$ cat src/rtl/bsed_pkg.sv
// Shared types, constants and position flags for the binary Sobel edge detector.
`default_nettype none
package bsed_pkg;

	localparam int IMG_WIDTH  = 256;
	localparam int IMG_HEIGHT = 256;

	localparam int PIX_W    = 8;
	localparam int THR_W    = 10;
	localparam int COL_W    = $clog2(IMG_WIDTH);
	localparam int ROW_W    = $clog2(IMG_HEIGHT + 3);
	localparam int BL_DEPTH = 2 * IMG_WIDTH + 2;
	localparam int EL_DEPTH = 2 * IMG_WIDTH;

	typedef logic [PIX_W-1:0] pix_t;
	typedef logic [THR_W-1:0] thr_t;
	typedef logic [COL_W-1:0] col_t;
	typedef logic [ROW_W-1:0] row_t;

	localparam thr_t THR_RESET = thr_t'(384);
	localparam pix_t PIX_WHITE = pix_t'(255);
	localparam pix_t PIX_BLACK = pix_t'(0);

	typedef struct packed {
		logic in_frame;
		logic q_valid;
		logic emit;
		logic last;
		logic col_first;
		logic col_last;
		logic row_first;
		logic row_last;
		logic row_ge2;
	} pos_t;

endpackage
`default_nettype wire

$ cat src/rtl/bsed_pos.sv
// Raster position counter over the extended frame and the border flags derived from it.
`default_nettype none
module bsed_pos (
	input  wire           clk,
	input  wire           arst_n,
	input  wire           step,
	output bsed_pkg::pos_t pos
);
	import bsed_pkg::*;

	row_t row_q;
	col_t col_q;
	row_t qi;
	col_t qj;
	logic col_zero;
	logic q_ge0;

	always_comb begin
		col_zero      = (col_q == '0);
		q_ge0         = (row_q >= row_t'(2)) || ((row_q == row_t'(1)) && !col_zero);
		qi            = row_q - row_t'(1) - {{(ROW_W-1){1'b0}}, col_zero};
		qj            = col_zero ? col_t'(IMG_WIDTH - 1) : col_q - col_t'(1);
		pos.in_frame  = (row_q < row_t'(IMG_HEIGHT));
		pos.q_valid   = q_ge0 && (qi < row_t'(IMG_HEIGHT));
		pos.emit      = (row_q >= row_t'(3)) || ((row_q == row_t'(2)) && !col_zero);
		pos.last      = (row_q == row_t'(IMG_HEIGHT + 2)) && col_zero;
		pos.col_first = (qj == '0);
		pos.col_last  = (qj == col_t'(IMG_WIDTH - 1));
		pos.row_first = (qi == '0);
		pos.row_last  = (qi == row_t'(IMG_HEIGHT - 1));
		pos.row_ge2   = (qi >= row_t'(2));
	end

	always_ff @(posedge clk or negedge arst_n) begin
		if (!arst_n) begin
			row_q <= '0;
			col_q <= '0;
		end else if (step) begin
			if (pos.last) begin
				row_q <= '0;
				col_q <= '0;
			end else if (col_q == col_t'(IMG_WIDTH - 1)) begin
				col_q <= '0;
				row_q <= row_q + row_t'(1);
			end else begin
				col_q <= col_q + col_t'(1);
			end
		end
	end

endmodule
`default_nettype wire

$ cat src/rtl/bsed_window.sv
// Binarisation, binary line buffer and 3x3 Sobel edge decision.
`default_nettype none
module bsed_window (
	input  wire            clk,
	input  wire            step,
	input  bsed_pkg::pix_t red,
	input  bsed_pkg::pix_t green,
	input  bsed_pkg::pix_t blue,
	input  bsed_pkg::thr_t thr,
	input  bsed_pkg::pos_t pos,
	output logic           edge_new
);
	import bsed_pkg::*;

	logic [BL_DEPTH-1:0] bl_q;
	logic [THR_W-1:0]    sum;
	logic                b_new;
	logic                tl, tc, tr, ml, mr, bo_l, bo_c, bo_r;
	logic [2:0]          s_left, s_right, s_top, s_bot;

	always_comb begin
		sum   = THR_W'(red) + THR_W'(green) + THR_W'(blue);
		b_new = pos.in_frame && (sum >= thr);

		tl   = bl_q[2*IMG_WIDTH+1] & ~pos.row_first & ~pos.col_first;
		tc   = bl_q[2*IMG_WIDTH]   & ~pos.row_first;
		tr   = bl_q[2*IMG_WIDTH-1] & ~pos.row_first & ~pos.col_last;
		ml   = bl_q[IMG_WIDTH+1]   & ~pos.col_first;
		mr   = bl_q[IMG_WIDTH-1]   & ~pos.col_last;
		bo_l = bl_q[1]             & ~pos.row_last & ~pos.col_first;
		bo_c = bl_q[0]             & ~pos.row_last;
		bo_r = b_new               & ~pos.row_last & ~pos.col_last;

		s_left  = {2'b00, tl} + {1'b0, ml, 1'b0} + {2'b00, bo_l};
		s_right = {2'b00, tr} + {1'b0, mr, 1'b0} + {2'b00, bo_r};
		s_top   = {2'b00, tl} + {1'b0, tc, 1'b0} + {2'b00, tr};
		s_bot   = {2'b00, bo_l} + {1'b0, bo_c, 1'b0} + {2'b00, bo_r};

		edge_new = pos.q_valid && ((s_left != s_right) || (s_top != s_bot));
	end

	always_ff @(posedge clk) begin
		if (step) begin
			bl_q <= {bl_q[BL_DEPTH-2:0], b_new};
		end
	end

endmodule
`default_nettype wire

$ cat src/rtl/bsed_link.sv
// Edge line buffer and four-neighbour link test.
`default_nettype none
module bsed_link (
	input  wire            clk,
	input  wire            step,
	input  wire            edge_new,
	input  bsed_pkg::pos_t pos,
	output logic           linked
);
	import bsed_pkg::*;

	logic [EL_DEPTH-1:0] el_q;
	logic                e_c, e_l, e_r, e_u;

	always_comb begin
		e_r    = el_q[IMG_WIDTH-2] & ~pos.col_last;
		e_c    = el_q[IMG_WIDTH-1];
		e_l    = el_q[IMG_WIDTH]   & ~pos.col_first;
		e_u    = el_q[2*IMG_WIDTH-1] & pos.row_ge2;
		linked = e_c & (edge_new | e_u | e_r | e_l);
	end

	always_ff @(posedge clk) begin
		if (step) begin
			el_q <= {el_q[EL_DEPTH-2:0], edge_new};
		end
	end

endmodule
`default_nettype wire

$ cat src/rtl/binary_sobel_edge_detector_top.sv
// A beat is held in the input register, and its result is then captured in the output register.
// Throughput: one beat per cycle; a stalled result holds the input register and stalls input.
// Output pixel n is triggered by beat n + 2*IMG_WIDTH + 1, pads inside the frame not counted; pad beats flush the tail.
// Reset clears the handshake, the position counter and sets the threshold to 384;
// line buffers are not cleared, border masking hides their contents.
`default_nettype none
module binary_sobel_edge_detector_top (
	input  wire            clk,
	input  wire            arst_n,
	input  wire            cfg_we,
	input  bsed_pkg::thr_t cfg_wdata,
	input  wire            in_valid,
	output logic           in_stall,
	input  bsed_pkg::pix_t red,
	input  bsed_pkg::pix_t green,
	input  bsed_pkg::pix_t blue,
	input  wire            is_pad,
	output logic           out_valid,
	input  wire            out_stall,
	output bsed_pkg::pix_t out_value,
	output logic           frame_end
);
	import bsed_pkg::*;

	thr_t thr_q;
	logic valid_s1;
	pix_t red_s1, green_s1, blue_s1;
	logic is_pad_s1;
	logic valid_s2;
	pix_t out_value_s2;
	logic frame_end_s2;

	pos_t pos;
	logic ignore;
	logic adv_s1;
	logic step;
	logic in_take;
	logic edge_new;
	logic linked;

	always_comb begin
		ignore   = pos.in_frame && is_pad_s1;
		adv_s1   = valid_s1 && (ignore || !pos.emit || !valid_s2 || !out_stall);
		step     = adv_s1 && !ignore;
		in_stall = valid_s1 && !adv_s1;
		in_take  = in_valid && !in_stall;
	end

	always_ff @(posedge clk or negedge arst_n) begin
		if (!arst_n) begin
			thr_q <= THR_RESET;
		end else if (cfg_we) begin
			thr_q <= cfg_wdata;
		end
	end

	always_ff @(posedge clk or negedge arst_n) begin
		if (!arst_n) begin
			valid_s1 <= 1'b0;
		end else if (in_take) begin
			valid_s1 <= 1'b1;
		end else if (adv_s1) begin
			valid_s1 <= 1'b0;
		end
	end

	always_ff @(posedge clk) begin
		if (in_take) begin
			red_s1    <= red;
			green_s1  <= green;
			blue_s1   <= blue;
			is_pad_s1 <= is_pad;
		end
	end

	bsed_pos u_pos (
		.clk    (clk),
		.arst_n (arst_n),
		.step   (step),
		.pos    (pos)
	);

	bsed_window u_window (
		.clk      (clk),
		.step     (step),
		.red      (red_s1),
		.green    (green_s1),
		.blue     (blue_s1),
		.thr      (thr_q),
		.pos      (pos),
		.edge_new (edge_new)
	);

	bsed_link u_link (
		.clk      (clk),
		.step     (step),
		.edge_new (edge_new),
		.pos      (pos),
		.linked   (linked)
	);

	always_ff @(posedge clk or negedge arst_n) begin
		if (!arst_n) begin
			valid_s2 <= 1'b0;
		end else if (step && pos.emit) begin
			valid_s2 <= 1'b1;
		end else if (!out_stall) begin
			valid_s2 <= 1'b0;
		end
	end

	always_ff @(posedge clk) begin
		if (step && pos.emit) begin
			out_value_s2 <= linked ? PIX_BLACK : PIX_WHITE;
			frame_end_s2 <= pos.last;
		end
	end

	assign out_valid = valid_s2;
	assign out_value = out_value_s2;
	assign frame_end = frame_end_s2;

	a_ignore_hold: assert property (@(posedge clk) disable iff (!arst_n)
		adv_s1 && ignore |=> $stable(pos))
		else $error("ignored pad beat moved the position");

	a_wrap: assert property (@(posedge clk) disable iff (!arst_n)
		step && pos.last |=> pos.in_frame && !pos.emit && !pos.q_valid)
		else $error("position not back at frame start after last result");

	a_room: assert property (@(posedge clk) disable iff (!arst_n)
		step && pos.emit |-> !valid_s2 || !out_stall)
		else $error("result register overwritten while stalled");

	a_empty_no_stall: assert property (@(posedge clk) disable iff (!arst_n)
		!valid_s1 |-> !in_stall)
		else $error("stall raised with empty input register");

endmodule
`default_nettype wire

$ cat config.mk
export PLATFORM = sky130hd
export DESIGN_NAME = binary_sobel_edge_detector_top
export DESIGN_NICKNAME = d
export VERILOG_FILES = /design/src/rtl/bsed_pkg.sv /design/src/rtl/bsed_pos.sv /design/src/rtl/bsed_window.sv /design/src/rtl/bsed_link.sv /design/src/rtl/binary_sobel_edge_detector_top.sv
export SDC_FILE = /design/constraint.sdc
export NUM_CORES = 1
export LEC_CHECK = 0
export BUFFER_PORTS_ARGS = -buffer_cell sky130_fd_sc_hd__buf_2
export CORE_ASPECT_RATIO = 1.4
export CORE_MARGIN = 5
export CORE_UTILIZATION = 55
export DETAILED_ROUTE_END_ITERATION = 7
export HOLD_SLACK_MARGIN = 0.15
export PLACE_DENSITY_LB_ADDON = 0.1
export RECOVER_POWER = 50
export SLEW_MARGIN = 0
export SYNTH_ARGS = -nofsm -noshare
export SYNTH_HDL_FRONTEND = slang
export SYNTH_HIERARCHICAL = 1
export SYNTH_SLANG_ARGS = --single-unit
$ cat constraint.sdc
create_clock -name clk -period 60.7 [get_ports clk]
set_clock_uncertainty 0.15 [all_clocks]
set_input_delay 9.105 -clock clk [delete_from_list [all_inputs] [get_ports clk]]
set_output_delay 9.105 -clock clk [all_outputs]
set_load 0.05 [all_outputs]
==> flow_summary.json <==
{
  "antenna_found_initial": 0,
  "min_to": "u_link/el_q[323]$_DFFE_PP_",
  "synth_seq_cells": 1082,
  "diodes": 0,
  "wl_per_cell_um": 17.8,
  "max_slew_margin_pct": -10.3,
  "min_from": "u_link/el_q[322]$_DFFE_PP_",
  "synth_edf_count": 1053,
  "max_cap_violations": 1,
  "rsz0062_at_grt": "no",
  "grt_pass1_vias": 12500,
  "min_path_cells": 0,
  "max_freq_mhz": 52.5,
  "yosys-top-cells-area": "edfxtp_1, dfrtp_1, ha_1",
  "yosysTopAreaCell": "edfxtp_1",
  "worst_ep_arrival_time_ns": 9.78,
  "start_kind": "input port",
  "tns_ns": 0,
  "grt_max_degree": 220,
  "ctsResizeCount": 0,
  "pwr-share-seq_pct": 56.5,
  "clock-sinks": 1082,
  "area_delta_synth_final_pct": 13.0,
  "p_sw_share_pct": 19.9,
  "clock_latency_ns": 0.63,
  "htree_levels": 3,
  "r2r_end": "u_window/bl_q[411]$_DFFE_PP_",
  "intPower_mw": 1.25,
  "synth_ff_type": "edfxtp_1",
  "die_w_um": 222,
  "totalWireLength_um": 43000,
  "core_area_mm2": 0.0622,
  "start_util_pct": 55.7,
  "drt-initial-drc-count": 1058,
  "grt_pass1_wl_um": 67800,
  "synth_top_cell_area_share_pct": 91.3,
  "grt_overflow": 0,
  "post_synth_num_cell_types": 63,
  "dieArea_mm2": 0.0681,
  "fin_total_pwr_mw": 1.56,
  "synth_seq_area_share_pct": 93.4,
  "cts.path.max_buffers": 3,
  "critPathRequiredTime_ns": 51.44,
  "power.density_mw_per_mm2": 39.8,
  "layout.nets": 1597,
  "yosysMostFrequentCell": "edfxtp_1",
  "power.share.combinational_pct": 3.7,
  "cts_root_buf": "clkbuf_16",
  "hp-class": "register to register",
  "hold_viol": 0,
  "fin_crit_sh_pct": 31.4,
  "syn_nets": 1461,
  "num_io_pins": 51,
  "synth_area_mm2": 0.0346,
  "num_vias": 12500,
  "violations": "max-capacitance violations, max-slew violations",
  "syn_inst": 1379,
  "dp_hpwl_um": 19700,
  "crit-reg2reg-launch": "u_pos/col_q[3]$_DFFE_PN0P_",
  "final_layout_size_suffix_gt1_share_pct": 14.2,
  "p_switching_mw": 0.310,
  "grtUsageTotal_pct": 12.4,
  "post_cts_buffers": 0,
  "end_kind": "output pin",
  "finalSetupViolCount": 0,
  "timing.final.ws_setup_ns": 41.67,
  "power_frac_clock_pct": 39.9,
  "cp_max_fo": 4,
  "ys_warn_count": 6,
  "dp_slack_ns": 41.67,
  "syn_avg_cell_area_um2": 25.1,
  "num_rows": 108,
  "cts_tree": "yes",
  "place_inst": 2242,
  "vdd_ir_drop_max_mv": 0.0247,
  "port_buffers": 50,
  "outcome": "complete, but fails checks",
  "slew_viol_final": 30,
  "die-height_um": 307,
  "async_flop_share_pct": 2.68,
  "synth_commonest_cells": "edfxtp_1, inv_1, ha_1",
  "leakagePower_nw": 13.0,
  "firstDrtPassIters": 4,
  "path_class": "input port to output pin",
  "period_needed_ns": 19.03,
  "tightestPinTransition_ns": 1.65,
  "cts_buffers": 96,
  "fin_cells": 2415,
  "vias_per_cell": 5.16,
  "routabilityCongestion": 0.750,
  "cts_hold_buf": 0,
  "clk_pin_slew_ns": 0.07,
  "ant_nets": 0,
  "r2r_slack_ns": 53.72,
  "reg2regPathDepth": 10,
  "remaining_drc_errors": 0
}
## cell type report
class | count | area (µm²)
multi-input cells | 240 | 1990
inverters | 36 | 135
clock buffers | 111 | 2480
clock inverters | 62 | 790
flip-flops and latches | 1082 | 32300
repair buffers | 59 | 339
well taps | 825 | 1030
fillers | 4153 | 23000
## metrics by stage
stage                     utilization (%)  instance area (µm²)  hold slack (ns)
final                                62.9                39100            0.250
after global routing                 62.9                39100            0.253
after CTS                            63.0                39100            0.258
after detailed placement             57.7                35900            0.255
after global placement               57.7                35900            0.252
after floorplan                         -                34600            0.250
## layout by cell type (no fill, tap or decap), types with 6 or more instances in the layout
master     count
clkinv_1      10
nand3_1       10
nor3_1         6
o21ai_0       12
clkinv_2      18
nor3b_1        6
clkbuf_16     97
bufinv_16     16
ha_1          33
fa_1           9
inv_1         36
a21oi_1       10
dfrtp_1       27
clkbuf_1      17
xnor2_1       17
edfxtp_1    1053
mux2_4         9
nand4_1       11
nand2_1       17
buf_4          7
nor2b_1        9
nor2_1        21
buf_2         47
xor2_1         8
## cell families after synthesis
kind of cell    Yosys count  share of synthesized area, %
simple gates            105                          1.85
xor+xnor                 25                         0.632
compound gates           57                          1.15
fa+ha+maj                42                          1.71
buf+inv                  57                         0.759
mux                      11                         0.463
flops                  1082                          93.4
## routing by layer
metal  routed length (µm)  up-vias  global-route usage, %
met2                18800      241                   17.6
met4                 1190        0                   5.25
met5                    0        -                      0
li1                     -     5727                      -
met3                 2030       93                   2.74
met1                21000     6396                   18.9
## how the worst max path moves through the flow
stage	from	slack, ns	end	cells past startpoint
floorplan	out_stall	0.38	u_pos/row_q[8]$_DFFE_PN0P_	8
global route	out_stall	41.61	in_stall	4
detailed placement	out_stall	41.67	in_stall	4
global placement	out_stall	41.68	in_stall	4
CTS	out_stall	41.66	in_stall	4
finish	out_stall	41.67	in_stall	4
## power by group through the flow
stage / logic [mW] / clock network [mW] / registers, mW
after floorplan: 0.0455 / 0 / 0.958
after global placement: 0.0560 / 0 / 0.895
after detailed placement: 0.0590 / 0 / 0.895
after CTS: 0.0588 / 0.644 / 0.881
after global routing: 0.0640 / 0.676 / 0.883
final: 0.0570 / 0.621 / 0.880
## critical path, cell delays in order
cell	delay (ns)
clkbuf_1	0.09
nand3_1	0.15
nor2_1	0.15
buf_2	0.28
## state kept, by name (all words and copies together) (netlist names), 8 cells and up
register	flops
blue_s1	8
green_s1	8
red_s1	8
thr_q	10
u_link/el_q	512
u_pos/col_q	8
u_pos/row_q	9
u_window/bl_q	514
No activity file was read; power rests on OpenSTA's default activity.
